<file path="config.mk">
export PLATFORM = sky130hd
export DESIGN_NAME = lbea_ctrl
export DESIGN_NICKNAME = d
export VERILOG_FILES = /design/src/design/assert_macros.svh /design/src/design/lbea_pkg.sv /design/src/design/lbea_ctrl.sv
export SDC_FILE = /design/constraint.sdc
export NUM_CORES = 1
export LEC_CHECK = 0
export BUFFER_PORTS_ARGS = -buffer_cell sky130_fd_sc_hd__buf_2
export CAP_MARGIN = 25
export CORE_MARGIN = 2
export CORE_UTILIZATION = 45
export CTS_CLUSTER_DIAMETER = 30
export DETAILED_ROUTE_END_ITERATION = 16
export GPL_TIMING_DRIVEN = 0
export PLACE_DENSITY = 0.72
export SKIP_LAST_GASP = 1
export SYNTH_ARGS = -nofsm -noshare
export SYNTH_HDL_FRONTEND = slang
export SYNTH_SLANG_ARGS = --single-unit
</file>
<file path="constraint.sdc">
create_clock -name clk -period 1.34 [get_ports clk]
set_input_delay 0.201 -clock clk [delete_from_list [all_inputs] [get_ports clk]]
set_output_delay 0.201 -clock clk [all_outputs]
set_load 0.02 [all_outputs]
</file>
<file path="src/design/assert_macros.svh">
// Assertion macros used by the edge assigner datapath.
`ifndef ASSERT_MACROS_SVH
`define ASSERT_MACROS_SVH

// Implication in the same cycle, checked at every rising edge outside reset.
`define ASSERT_SAME(label, ante, cons, msg) \
	label: assert property (@(posedge clk) disable iff (!arst_n) (ante) |-> (cons)) \
		else $error(msg);

// Implication in the next cycle.
`define ASSERT_NEXT(label, ante, cons, msg) \
	label: assert property (@(posedge clk) disable iff (!arst_n) (ante) |=> (cons)) \
		else $error(msg);

`endif

</file>
<file path="src/design/lbea_pkg.sv">
// Package: widths, register map, reset values and control types of the edge assigner.
`timescale 1ns / 1ps

package lbea_pkg;

	localparam int unsigned PARTS_DEF    = 16;
	localparam int unsigned VERTICES_DEF = 65536;

	localparam int VID_W  = 16;  // vertex id
	localparam int PART_W = 4;   // partition number on the channels
	localparam int LOAD_W = 32;  // load counter and limit
	localparam int PCNT_W = 5;   // parts_in_use register
	localparam int CFG_AW = 3;
	localparam int APB_DW = 32;

	localparam logic [LOAD_W-1:0] MAX_LOAD_RST     = '1;
	localparam logic [PCNT_W-1:0] PARTS_IN_USE_RST = 5'd16;

	typedef enum logic {
		REG_MAX_LOAD     = 1'b0,
		REG_PARTS_IN_USE = 1'b1
	} reg_idx_t;

	// Commands from the sequencer to the datapath, one step each.
	typedef struct packed {
		logic clr;
		logic capture;
		logic mul1;
		logic mul2;
		logic decide;
		logic rd_src;
		logic rd_dst;
		logic wr_src;
		logic wr_dst;
		logic out_load;
	} cmd_t;

	typedef struct packed {
		logic clr_last;
		logic out_free;
	} status_t;

endpackage

</file>
<file path="src/design/lbea_ctrl.sv">
// Sequencer: replica clearing pass, then one edge at a time through the datapath steps.
`timescale 1ns / 1ps

module lbea_ctrl import lbea_pkg::*; (
	input  logic    clk,
	input  logic    arst_n,
	input  logic    in_valid,
	output logic    in_ready,
	input  status_t status,
	output cmd_t    cmd
);

	typedef enum logic [9:0] {
		ST_CLEAR = 10'b00_0000_0001,
		ST_IDLE  = 10'b00_0000_0010,
		ST_MUL1  = 10'b00_0000_0100,
		ST_MUL2  = 10'b00_0000_1000,
		ST_MOD   = 10'b00_0001_0000,
		ST_RDS   = 10'b00_0010_0000,
		ST_RDD   = 10'b00_0100_0000,
		ST_WRS   = 10'b00_1000_0000,
		ST_WRD   = 10'b01_0000_0000,
		ST_OUT   = 10'b10_0000_0000
	} state_t;

	state_t state_q, state_d;

	always_ff @(posedge clk or negedge arst_n) begin
		if (!arst_n) begin
			state_q <= ST_CLEAR;
		end else begin
			state_q <= state_d;
		end
	end

	assign in_ready = (state_q == ST_IDLE);

	always_comb begin
		state_d = state_q;
		cmd     = '0;
		case (state_q)
			ST_CLEAR: begin
				cmd.clr = 1'b1;
				if (status.clr_last) state_d = ST_IDLE;
			end
			ST_IDLE: begin
				if (in_valid) begin
					cmd.capture = 1'b1;
					state_d     = ST_MUL1;
				end
			end
			ST_MUL1: begin
				cmd.mul1 = 1'b1;
				state_d  = ST_MUL2;
			end
			ST_MUL2: begin
				cmd.mul2 = 1'b1;
				state_d  = ST_MOD;
			end
			ST_MOD: begin
				cmd.decide = 1'b1;
				state_d    = ST_RDS;
			end
			ST_RDS: begin
				cmd.rd_src = 1'b1;
				state_d    = ST_RDD;
			end
			ST_RDD: begin
				cmd.rd_dst = 1'b1;
				state_d    = ST_WRS;
			end
			ST_WRS: begin
				cmd.wr_src = 1'b1;
				state_d    = ST_WRD;
			end
			ST_WRD: begin
				cmd.wr_dst = 1'b1;
				state_d    = ST_OUT;
			end
			ST_OUT: begin
				// hold here while the previous result still waits
				if (status.out_free) begin
					cmd.out_load = 1'b1;
					state_d      = ST_IDLE;
				end
			end
			default: state_d = ST_CLEAR;
		endcase
	end

endmodule

</file>
* After elaboration in Yosys (flattened, before gate mapping) *
Cells that the tools add are included.

operators by class
  eq/ne operators = 13
  muxes and demuxes = 16
  reductions and logical operators = 1

operator list
  operator                                                                number
  10-bit case mux with 10 select lines                                    1
  10-bit two-way mux                                                      3
  1-bit two-way mux                                                       12
  10-bit by 1-bit equality test with 1-bit output, second input constant  1
  10-bit equality test, second input constant                             1
  10-bit by 2-bit equality test with 1-bit output, second input constant  1
  10-bit by 3-bit equality test with 1-bit output, second input constant  1
  10-bit by 4-bit equality test with 1-bit output, second input constant  1
  10-bit by 5-bit equality test with 1-bit output, second input constant  1
  10-bit by 6-bit equality test with 1-bit output, second input constant  1
  10-bit by 7-bit equality test with 1-bit output, second input constant  1
  10-bit by 8-bit equality test with 1-bit output, second input constant  1
  10-bit by 9-bit equality test with 1-bit output, second input constant  1
  2-bit inequality test, second input constant                            3
  3-bit AND reduction                                                     1

storage, ports and cells
  register bits = 10
  bits of input ports = 5
  output and inout bits = 11
  word-level logic and storage cells = 31

* Logic depth before layout (Yosys ltp) *
  depth after elaboration = 3
  depth in mapped cells = 5
  mapped depth without buffers = 4

* Worst setup path after synthesis *
Ideal clock, no wire load.

  path kind = reg2out
  from = register state_q[7]
  to = output port cmd[8] in the netlist's numbering
  arrival time = 1.558 ns
  required time = 1.139 ns
  slack = -0.419 ns
  stages on the path, launching flop included = 6
  buffers on the path = 1
  path through = dfrtp_1 buf_2 nor4_2 nand2_1 nor3_2 and2_1

RTL lines
  what                    line             text
  from (decl)             lbea_ctrl.sv:26  state_t state_q, state_d;
  from (signal assigned)  lbea_ctrl.sv:32  state_q <= state_d;
  to (decl)               lbea_ctrl.sv:10  output cmd_t cmd

==> reports/qor.csv <==
stage;metric;value;unit
routing;antenna-violating nets left;0;
critical_path;CP Cell Sequence;nor4_4 -> nand4b_1 -> nor2_4 -> buf_4;
final_layout;max FFs per register;10;
outcome;outcome;finished, violations left;
clock_network;clk sinks;10;
timing;unrepaired setup endpoints after global routing;true;
power_and_ir_drop;VDD IR max;0.00101;V
die;Initial Util;48.8;%
clock_network;CTS tree;built;
routing;Initial DRC Count;15;
yosys;post-synth cell types;28;
critical_path;Crit. End Element;output pin;
yosys;Ys Warns;0;
timing;fin crit share;141;%
hold_path;HP Class;in -> reg;
clock_network;# H-tree levels;1;
yosys;FFs w/ async S/R, synth;100;%
final_layout;Final Non-Filler Cells;119;
yosys;Synth area leaders;dfrtp_1 35%, nor3b_1 7.0%, and3_1 5.8%;
clock_network;root buffer cell;clkbuf_4;
placement;PortBufs;15;
run;Max-Cap Viols;0;
die;I/O pin count;16;
timing;max_slew headroom;74.4;%
critical_path;Worst Path Required;1.14;ns
routing;DR vias;677;
critical_path;Worst Setup Start Kind;flop;
grt;Tot GR Track Use;21.3;%
die;die area;0.00175;mm^2
clock_network;Clock Latency Late Sink;0.26;ns
yosys;EDFF count, synth;0;
yosys;syn avg cell area;9.32;um^2
timing;Fmax;0.530;GHz
clock_network;clk slew on worst S/H paths;0.08;ns
timing;final worst slack;-0.548;ns
timing;worst-margin pin slew;0.381;ns
grt;initial antenna violation count;0;
grt;global-route wire length before repair;2860;um
critical_path;crit-path max cell delay;0.46;ns
final_layout;largest registers;state_q: 10 flops;
grt;grt total ovfl;0;
critical_path;critical path fanouts, max;6;
critical_path;worst endpoint data arrival time;1.69;ns
yosys;syn nets;74;
routing;Avg WL per Cell;16.2;um
critical_path;Worst Path Buf+Inv;1;
yosys;share of Yosys cell area claimed by the top area cell type;35.0;%
routing;drt drc;0;
outcome;violations in the final reports;setup timing;
yosys;post-synth top area cell;dfrtp_1;
timing;Slew Viols, Final;0;
final_layout;Layout area overhead;68.3;%
final_layout;Largest Register;state_q;
critical_path;Crit-path slowest cell;dfrtp_2;
yosys;sequential share of the synthesized area;39.1;%
die;die height;41.8;um
final_layout;layout cells sized above 1;61.5;%
final_layout;nets@finish;110;
final_layout;ANT cells;0;
routing;vias per cell;5.69;
yosys;#FFs+latches synth;10;
power_and_ir_drop;Lkg Pwr;0.505;nW
yosys;Syn Inst Count;69;
clock_network;CTS buffer count;3;
power_and_ir_drop;PD cells;1560;mW/mm^2
grt;vias in the first global route;640;
grt;largest net degree at the start of global routing;11;
yosys;area of the mapped netlist;643;um^2
yosys;Main synth FF type;dfrtp_1;
clock_network;Clock Path Buffers;2;
placement;DP HPWL;1060;um
placement;placed cells;99;
die;core area;0.00132;mm^2
critical_path;Crit Path Class;reg -> out;
die;width of the die;41.8;um
final_layout;post-layout util;82.1;%
die;# rows;13;
placement;worst slack, placed;-0.525;ns
routing;Post-Route WL;1930;um
critical_path;reg2reg path depth;6;
timing;Fin. Hold Viols;0;
timing;Final setup viols;20;
critical_path;critical path depth;4;
hold_path;Hold Crit Depth;2;
timing;Tmin final;1.89;ns
routing;Pre-antenna DRT Iters;4;
timing;Clock Skews;0.00863;ns
yosys;most common library cells after synthesis;9 x dfrtp_1, 9 x nor2_1, 6 x and3_1, 6 x nor3b_1, 4 x nand2_1;
placement;RePlAce Congestion;0.783;
critical_path;CP top delay family;simple AND/OR/NAND/NOR gates;
layout make-up:
class,instances,area (um^2)
Timing Repair Buffer,34,278
Clock buffer,4,26.3
Sequential cell,10,254
Multi-Input combinational cell,54,498
Inverter,2,7.51
Tap cell,15,18.8
Fill cell,64,235
cells by family (layout without fill, tap and decap cells):
| family | Yosys count | after routing | synth area share, % |
|---|---|---|---|
| flip-flops | 10 | 10 | 39.1 |
| buffers and inverters | 5 | 40 | 3.50 |
| AND/OR/NAND/NOR | 44 | 44 | 44.4 |
| AO/OA/AOI/OAI | 7 | 7 | 8.95 |
| XOR/XNOR | 3 | 3 | 4.09 |
report_power, final:
part           switching (W)  internal (W)
clock network       0.000110      0.000115
registers          0.0000846      0.000353
logic               0.000487      0.000543
path summary, 6_finish.rpt:
kind / startpoint / end / slack (ns)
min in group asynchronous: arst_n / state_q[2] / 0.35
max in group asynchronous: arst_n / state_q[0] / 0.72
hold reg to reg: state_q[5] / state_q[6] / 0.63
setup / recovery: state_q[5] / cmd[0] / -0.55
hold / removal: status[1] / state_q[0] / 0.11
setup reg to reg: state_q[5] / state_q[1] / -0.45
stage by stage:
step | power (W) | hold WS, ns | setup TNS, ns | instance area, um^2
2_1_floorplan | 0.000881 | -0.0946 | -2.05 | 703
6_report | 0.00169 | 0.108 | -7.67 | 1080
5_1_grt | 0.00176 | 0.133 | -9.17 | 1080
4_1_cts | 0.00155 | 0.108 | -7.20 | 1030
3_5_place_dp | 0.00101 | 0.0790 | -5.00 | 797
3_3_place_gp | 0.000993 | 0.0731 | -4.49 | 797
layout by cell type (no fill, tap or decap), types with 2 or more instances in the layout:
| cell | instances |
|---|---|
| nor2_4 | 2 |
| and3_1 | 3 |
| buf_2 | 4 |
| nand2_4 | 2 |
| buf_6 | 8 |
| nor2_1 | 6 |
| nor4_4 | 2 |
| and3_4 | 3 |
| nand3b_1 | 3 |
| clkbuf_4 | 3 |
| dfrtp_1 | 7 |
| nand2b_1 | 2 |
| dfrtp_2 | 2 |
| nor3_4 | 2 |
| nor3b_2 | 6 |
| buf_4 | 21 |
| xor2_1 | 3 |
per-layer routing:
layer  GRT usage [%]  up-vias  share of wire, %
li1                -      322                 -
met1            27.7      333                42
met2            36.9       18                53
met3            2.61        4               3.0
met4            5.81        0               1.1
met5               0        -                 0
what timing repair did:
item	4_1_cts	5_1_grt
gates cloned	0	0
hold buffers	1	0
setup endpoints to repair	20	21
hold endpoints to repair	9	0
resized for setup	32	6
pin swaps	17	5
setup buffers	11	8
No activity file was read; power rests on OpenSTA's default activity.
