[src/design/assert_macros.svh]
// Assertion macros used by the edge assigner datapath.
`ifndef ASSERT_MACROS_SVH
`define ASSERT_MACROS_SVH

// Implication in the same cycle, checked at every rising edge outside reset.
`define ASSERT_SAME(label, ante, cons, msg) \
	label: assert property (@(posedge clk) disable iff (!arst_n) (ante) |-> (cons)) \
		else $error(msg);

// Implication in the next cycle.
`define ASSERT_NEXT(label, ante, cons, msg) \
	label: assert property (@(posedge clk) disable iff (!arst_n) (ante) |=> (cons)) \
		else $error(msg);

`endif

[src/design/lbea_pkg.sv]
// Package: widths, register map, reset values and control types of the edge assigner.
`timescale 1ns / 1ps

package lbea_pkg;

	localparam int unsigned PARTS_DEF    = 16;
	localparam int unsigned VERTICES_DEF = 65536;

	localparam int VID_W  = 16;  // vertex id
	localparam int PART_W = 4;   // partition number on the channels
	localparam int LOAD_W = 32;  // load counter and limit
	localparam int PCNT_W = 5;   // parts_in_use register
	localparam int CFG_AW = 3;
	localparam int APB_DW = 32;

	localparam logic [LOAD_W-1:0] MAX_LOAD_RST     = '1;
	localparam logic [PCNT_W-1:0] PARTS_IN_USE_RST = 5'd16;

	typedef enum logic {
		REG_MAX_LOAD     = 1'b0,
		REG_PARTS_IN_USE = 1'b1
	} reg_idx_t;

	// Commands from the sequencer to the datapath, one step each.
	typedef struct packed {
		logic clr;
		logic capture;
		logic mul1;
		logic mul2;
		logic decide;
		logic rd_src;
		logic rd_dst;
		logic wr_src;
		logic wr_dst;
		logic out_load;
	} cmd_t;

	typedef struct packed {
		logic clr_last;
		logic out_free;
	} status_t;

endpackage

[src/design/lbea_cfg.sv]
// Configuration registers behind the APB-style port.
`timescale 1ns / 1ps

module lbea_cfg import lbea_pkg::*; (
	input  logic              clk,
	input  logic              arst_n,
	input  logic              psel,
	input  logic              penable,
	input  logic              pwrite,
	input  logic [CFG_AW-1:0] paddr,
	input  logic [APB_DW-1:0] pwdata,
	output logic [APB_DW-1:0] prdata,
	output logic              pready,
	output logic [LOAD_W-1:0] max_load,
	output logic [PCNT_W-1:0] parts_in_use
);

	reg_idx_t idx;
	logic     wr_en;

	assign idx    = reg_idx_t'(paddr[2]);
	assign wr_en  = psel && penable && pwrite && pready;
	assign pready = 1'b1;

	logic [LOAD_W-1:0] max_load_q;
	logic [PCNT_W-1:0] parts_in_use_q;

	always_ff @(posedge clk or negedge arst_n) begin
		if (!arst_n) begin
			max_load_q     <= MAX_LOAD_RST;
			parts_in_use_q <= PARTS_IN_USE_RST;
		end else if (wr_en) begin
			case (idx)
				REG_MAX_LOAD:     max_load_q     <= pwdata[LOAD_W-1:0];
				REG_PARTS_IN_USE: parts_in_use_q <= pwdata[PCNT_W-1:0];
				default:          ;
			endcase
		end
	end

	always_comb begin
		case (idx)
			REG_MAX_LOAD:     prdata = APB_DW'(max_load_q);
			REG_PARTS_IN_USE: prdata = APB_DW'(parts_in_use_q);
			default:          prdata = '0;
		endcase
	end

	assign max_load     = max_load_q;
	assign parts_in_use = parts_in_use_q;

endmodule

[config.mk]
export PLATFORM = sky130hd
export DESIGN_NAME = lbea_cfg
export DESIGN_NICKNAME = d
export VERILOG_FILES = /design/src/design/assert_macros.svh /design/src/design/lbea_pkg.sv /design/src/design/lbea_cfg.sv
export SDC_FILE = /design/constraint.sdc
export NUM_CORES = 1
export LEC_CHECK = 0
export ABC_AREA = 0
export BUFFER_PORTS_ARGS = -buffer_cell sky130_fd_sc_hd__buf_2
export CORE_ASPECT_RATIO = 1.4
export CORE_MARGIN = 2
export CORE_UTILIZATION = 35
export DETAILED_ROUTE_END_ITERATION = 6
export HOLD_SLACK_MARGIN = 0.05
export PLACE_DENSITY_LB_ADDON = 0.3
export SLEW_MARGIN = 10
export SYNTH_ARGS = -nofsm -noshare
export SYNTH_HDL_FRONTEND = slang
export SYNTH_SLANG_ARGS = --single-unit
export TNS_END_PERCENT = 30
[constraint.sdc]
create_clock -name clk -period 1.2 [get_ports clk]
set_input_delay 0.24 -clock clk [delete_from_list [all_inputs] [get_ports clk]]
set_output_delay 0.24 -clock clk [all_outputs]
set_load 0.02 [all_outputs]
Word-level counts from Yosys, hierarchy flattened. Cells that the tools add are included.

Memories: 0. Flip-flop bits (word level): 37. Memory bits (read-only): 0. Latch bits: 0. Bits of input ports: 40. Bits in writable memories: 0.

Bitwise operators: 1. Reductions and logical operators: 4. Eq/ne operators: 0. Divide/modulo/power cells: 0. $add $sub $neg: 0. $mul: 0. Magnitude comparators: 0. Multiplexer cells: 1. Shifts and indexed selects: 0.

Operator list (count): $pmux W32 S2 (1); $reduce_and A2 Y1 (2); $logic_and A1 B1 Y1 (2); $not A1 Y1 (1).

Depth between registers and ports, before layout. Gate-level depths: netlist (run 1).

Word-level depth: 3. Depth in mapped cells: 4. Mapped depth without buffers: 2.

Worst setup path before layout (run 1). Ideal clock, no wire load.

Path type: register to output. Start point: register max_load_q[10] (netlist: max_load[10]). End point: output prdata[10]. Data arrival time: 935 ps. Stages on the path, launching flop included: 2. Data required time: 960 ps. Setup slack: 25 ps. Cell sequence: dfstp_2 -> nor2b_1.

Longest elaborated chain between the ends: 1.

Ends and longest elaborated chain: from (decl) (RTL line lbea_cfg.sv:25) `logic [LOAD_W-1:0] max_load_q;`; from (signal assigned) (RTL line lbea_cfg.sv:34) `REG_MAX_LOAD: max_load_q <= pwdata[LOAD_W-1:0];`; $pmux W32 S2 (RTL line lbea_cfg.sv:42) `case (idx)`; to (decl) (RTL line lbea_cfg.sv:12) `output logic [APB_DW-1:0] prdata,`.

Every way passes these cells.

Worst setup path after layout (run 1).
Start point: register max_load_q[30] (netlist: max_load[30]). End point: output prdata[30].

Same word-level chain as after synthesis.

==> results.sh, run 1 <==
export IMPL_wl_um=4690
export IMPL_fmax_ghz=0.709
export IMPL_clkTransAtPathRegs_ps=70
export IMPL_path_max_fanout=3
export IMPL_place_hpwl_um=2990
export IMPL_clk_latency_ps=280
export IMPL_cp_required_ps=960
export IMPL_syn_inst=117
export IMPL_fin_worst_skew_ps=0
export IMPL_grt_pass1_vias=1346
export IMPL_die_y_um=89.3
export IMPL_synth_distinct_cells=12
export IMPL_fin_hold_ws_ps=186
export IMPL_instances_no_fill=309
export IMPL_h_tree_depth=2
export IMPL_grtUsageTotal=0.146
export IMPL_cellPowerDensity_nw_per_um2=1710
export IMPL_overflow=0
export IMPL_antenna_found_initial=0
export IMPL_rsz0062_at_grt="yes"
export IMPL_ys_warn_count=0
export IMPL_rows=31
export IMPL_outcome="finished, violations left"
export IMPL_ys_ff_latch=37
export IMPL_crit_type="reg -> out"
export IMPL_drc=0
export IMPL_maxCapViolations=0
export IMPL_cts_root_buffer="clkbuf_8"
export IMPL_dp_cells=286
export IMPL_endpoint_kind="output pin"
export IMPL_die_w_um=65.0
export IMPL_min_path_cells=2
export IMPL_cts_sinks=37
export IMPL_avgSynthCellArea_um2=15.6
export IMPL_cts_tree="built"
export IMPL_diodes=0
export IMPL_mostFrequentLayoutCells="buf_2 (42), buf_6 (41), buf_4 (39), mux2_4 (33), dfstp_2 (33)"
export IMPL_wire_per_inst_um=15.2
export IMPL_placed_area_um2=2440
export IMPL_drtIter0Drc=32
export IMPL_postRouteAntennaNets=0
export IMPL_post_route_min_period_ps=1410
export IMPL_start_util=0.358
export IMPL_ios=110
export IMPL_port_buffers=106
export IMPL_setup_ws_ps=-210
export IMPL_clockBufferDepth=2
export IMPL_cp_start_kind="flop"
export IMPL_grt_max_degree=28
export IMPL_ir_worst_vdd_mv=0.837
export IMPL_num_fill_cells=419
export IMPL_final_common_cell="buf_2"
export IMPL_setup_viol=47
export IMPL_syn_to_final_growth_pct=67.4
export IMPL_cp_data_arrival_time_ps=1170
export IMPL_period_share=1.18
export IMPL_via_per_inst=4.49
export IMPL_yosysSeqAreaShare=0.531
export IMPL_synth_area_um2=1820
export IMPL_rr_worst_depth=3
export IMPL_gp_congestion=0.664
export IMPL_final_area_um2=3050
export IMPL_fp_coreArea_um2=5080
export IMPL_nets=283
export IMPL_synthesis_nets=157
export IMPL_cts_buffers=5
export IMPL_layout_drive_gt1_share=0.918
export IMPL_final_hold_violation_count=0
export IMPL_die_area_um2=5800
export IMPL_drv_slew=0
export IMPL_violations="setup timing"
export IMPL_holdCritPathClass="in -> reg"
export IMPL_vias=1388
export IMPL_drt_first_pass_iters=2
export IMPL_p_leak_nw=1.55
export IMPL_finalPower_mw=5.20
export IMPL_grt_pass1_wl_um=6410
-- metal layers --
layer | global-route usage | share of wire
met2 | 0.276 | 0.57
met5 | 0 | 0
met4 | 0.0638 | 0.012
met3 | 0.0466 | 0.066
met1 | 0.146 | 0.35
-- flip-flops by register name, summed over array words and instances, names as in the netlist --
register,count
parts_in_use,5
max_load,32
-- path summary, 6_finish.rpt --
path	startpoint	end	slack (ps)
max	max_load[30]	prdata[30]	-210
min	pwdata[31]	max_load[31]	190
max reg2reg	max_load[9]	max_load[9]	250
min reg2reg	parts_in_use[1]	parts_in_use[1]	530
max in group asynchronous	arst_n	max_load[0]	430
min in group asynchronous	arst_n	max_load[20]	530
-- synth_stat cells (all sizes together) --
cell | number | area share
dfstp | 33 | 0.48
nand4 | 1 | 0.0034
nand4b | 1 | 0.013
buf | 6 | 0.032
mux2 | 42 | 0.32
nor2b | 27 | 0.093
conb | 1 | 0.0021
dfrtp | 4 | 0.055
clkbuf | 2 | 0.0041
-- stage by stage --
step                 util  setup slack [ps]  setup TNS, ps
global route        0.600              -252          -7290
floorplan               -              24.7              0
detailed placement  0.481             -90.6          -4010
global placement    0.481             -76.5          -3810
CTS                 0.553              -164          -4930
finish              0.600              -210          -5170
-- worst max-delay path: stages, from the launching register on --
cell and delay (ps):
dfstp_2 550, nor2b_1 180, buf_4 170
-- report_power, final --
group          switching, mW  leakage, nW  total, mW  internal, mW
clock                  0.386       0.0443      0.841         0.455
combinational           1.04         1.11       2.42          1.38
sequential             0.234        0.395       1.95          1.71
total                   1.66         1.55       5.20          3.55
-- final cells by class --
type | instances | area [um^2] | area share
Sequential cell | 37 | 967 | 0.317
Timing Repair Buffer | 127 | 1050 | 0.344
Clock buffer | 7 | 86.3 | 0.0283
Tap cell | 66 | 82.6 | 0.0271
Multi-Input combinational cell | 72 | 862 | 0.283
-- cells by family (layout without fill, tap and decap cells) --
group / count (synthesis) / count (layout) / synth area share
flip-flops: 37 / 37 / 0.531
multiplexers: 42 / 42 / 0.322
other: 1 / 1 / 0.00206
buffers and inverters: 8 / 134 / 0.0357
AND/OR/NAND/NOR: 29 / 29 / 0.109
-- timing repair --
item | CTS | global route
cloned | 0 | 0
resized for setup | 82 | 46
setup buffers | 5 | 10
hold buffers | 1 | 0
hold endpoints to repair | 8 | 0
endpoints found under the setup margin | 65 | 65
Power figures use the tool's default switching activity.
==> inputs of run 2 (changes only) <==
--- a/config.mk
+++ b/config.mk
@@ -7,9 +7,11 @@
 export LEC_CHECK = 0
 export ABC_AREA = 0
 export BUFFER_PORTS_ARGS = -buffer_cell sky130_fd_sc_hd__buf_2
+export CELL_PAD_IN_SITES_DETAIL_PLACEMENT = 1
+export CELL_PAD_IN_SITES_GLOBAL_PLACEMENT = 1
 export CORE_ASPECT_RATIO = 1.4
 export CORE_MARGIN = 2
-export CORE_UTILIZATION = 35
+export CORE_UTILIZATION = 33
 export DETAILED_ROUTE_END_ITERATION = 6
 export HOLD_SLACK_MARGIN = 0.05
 export PLACE_DENSITY_LB_ADDON = 0.3
==> run 2 against run 1 <==
Effect of this change: the run still ends with setup timing left; count of clock-buffer cells in the layout stayed put; sequential power hardly changed; utilization is 3.0 points lower; via count is 1.5% higher; combinational power is 2% higher; setup slack better by 1.2 ps; clock power is 11% higher; critical path depth stayed put; global-route usage is 1.8 points higher; critical endpoint is now prdata[15]; highest routed layer unchanged.
==> results.sh, run 2 (synthesis gave the netlist of run 1 again) <==
export IMPL_outcome="finished, violations left"
export IMPL_violations="setup timing"
export IMPL_crit_type="reg -> out"
export IMPL_syn_to_final_growth_pct=69.1
export IMPL_largest_reg_flops=32
export IMPL_num_fill_cells=550
export IMPL_fin_worst_skew_ps=0
export IMPL_ios=110
export IMPL_die_y_um=91.9
export IMPL_final_hold_violation_count=0
export IMPL_final_common_cell="buf_6"
export IMPL_grt_max_degree=38
export IMPL_fmax_ghz=0.710
export IMPL_endpoint_kind="output pin"
export IMPL_drc=0
export IMPL_endpoint="prdata[15]"
export IMPL_r2r_start="max_load[11]"
export IMPL_rr_worst_depth=3
export IMPL_antenna_found_initial=0
export IMPL_mostFrequentLayoutCells="buf_6 (45), buf_2 (41), buf_4 (38), dfstp_2 (33), mux2_4 (30)"
export IMPL_reg2reg_to="max_load[11]"
export IMPL_r2r_setup_slack_ps=250
export IMPL_period_share=1.17
export IMPL_setup_viol=53
export IMPL_ir_worst_vdd_mv=0.871
export IMPL_die_w_um=66.8
export IMPL_cp_required_ps=960
export IMPL_drv_slew=0
export IMPL_setup_ws_ps=-209
export IMPL_path_max_fanout=3
export IMPL_clockBufferDepth=2
export IMPL_vias=1409
export IMPL_cts_tree="built"
export IMPL_port_buffers=106
export IMPL_grt_pass1_wl_um=7480
export IMPL_finalPower_mw=5.34
export IMPL_fp_coreArea_um2=5410
export IMPL_min_path_cells=2
export IMPL_cp_data_arrival_time_ps=1170
export IMPL_clkTransAtPathRegs_ps=70
export IMPL_h_tree_depth=2
export IMPL_nets=284
export IMPL_fin_util=0.570
export IMPL_grtUsageTotal=0.164
export IMPL_cellPowerDensity_nw_per_um2=1740
export IMPL_maxCapViolations=0
export IMPL_start_util=0.337
export IMPL_postRouteAntennaNets=0
export IMPL_instances_no_fill=313
export IMPL_diodes=0
export IMPL_cp_start_kind="flop"
export IMPL_via_per_inst=4.50
export IMPL_place_hpwl_um=3310
export IMPL_grt_pass1_vias=1520
export IMPL_rsz0062_at_grt="yes"
export IMPL_drtIter0Drc=52
export IMPL_rows=32
export IMPL_clk_latency_ps=280
export IMPL_post_place_ws_ps=-124
export IMPL_timing_critical_path_from="max_load[15]"
export IMPL_cts_buffers=5
export IMPL_post_route_min_period_ps=1410
export IMPL_layout_drive_gt1_share=0.927
export IMPL_gp_congestion=0.686
export IMPL_overflow=0
export IMPL_cts_sinks=37
export IMPL_dp_cells=288
export IMPL_holdCritPathClass="in -> reg"
export IMPL_wire_per_inst_um=16.4
export IMPL_cts_root_buffer="clkbuf_8"
export IMPL_die_area_um2=6140
export IMPL_drt_first_pass_iters=3
export IMPL_p_leak_nw=1.56
export IMPL_wl_um=5130
## run 2: final cells by class
cell class / instances / area (um^2) / share of cell area
Clock buffer: 7 / 96.3 / 0.0313
Clock inverter: 1 / 5.00 / 0.00163
Timing Repair Buffer: 128 / 1070 / 0.347
Tap cell: 68 / 85.1 / 0.0276
Sequential cell: 37 / 967 / 0.314
Multi-Input combinational cell: 72 / 858 / 0.279
## run 2: worst max-delay path, cell delays in order, from the launching register on
cell     delay, ps
dfstp_2        550
nor2b_1        170
buf_4          160
## run 2: how the worst min path moves through the flow
stage	from	end	slack [ps]
floorplan	arst_n	parts_in_use[0]	-60
detailed placement	arst_n	parts_in_use[0]	220
global placement	arst_n	parts_in_use[0]	220
global route	pwdata[26]	max_load[26]	170
CTS	pwdata[29]	max_load[29]	170
finish	pwdata[30]	max_load[30]	180
## run 2: timing repair
action                                  CTS  global route
buffers inserted                          5            11
resized for setup                        86            44
endpoints found under the hold margin     4             0
gates cloned                              0             0
hold buffers                              1             0
endpoints found under the setup margin   65            65
## run 2: stage by stage
| stage | hold slack (ps) | cell area, um^2 | setup TNS (ps) |
|---|---|---|---|
| after floorplan | -55.6 | 1820 | 0 |
| after detailed placement | 223 | 2450 | -4450 |
| after global routing | 170 | 3080 | -8360 |
| final | 185 | 3080 | -5540 |
| after global placement | 222 | 2450 | -4260 |
| after CTS | 169 | 2850 | -6060 |
## run 2: layer usage
metal | wire [um] | global-route usage | part of all wire | vias up
met1 | 1670 | 0.176 | 0.33 | 698
met2 | 3090 | 0.302 | 0.60 | 55
li1 | - | - | - | 646
met5 | 0 | 0 | 0 | -
met4 | 107 | 0.0731 | 0.021 | 0
met3 | 263 | 0.0307 | 0.051 | 10
## run 2: where the power goes
group / internal, mW / switching, mW
Clock: 0.519 / 0.418
Sequential: 1.71 / 0.236
Combinational: 1.40 / 1.06
Total: 3.63 / 1.71
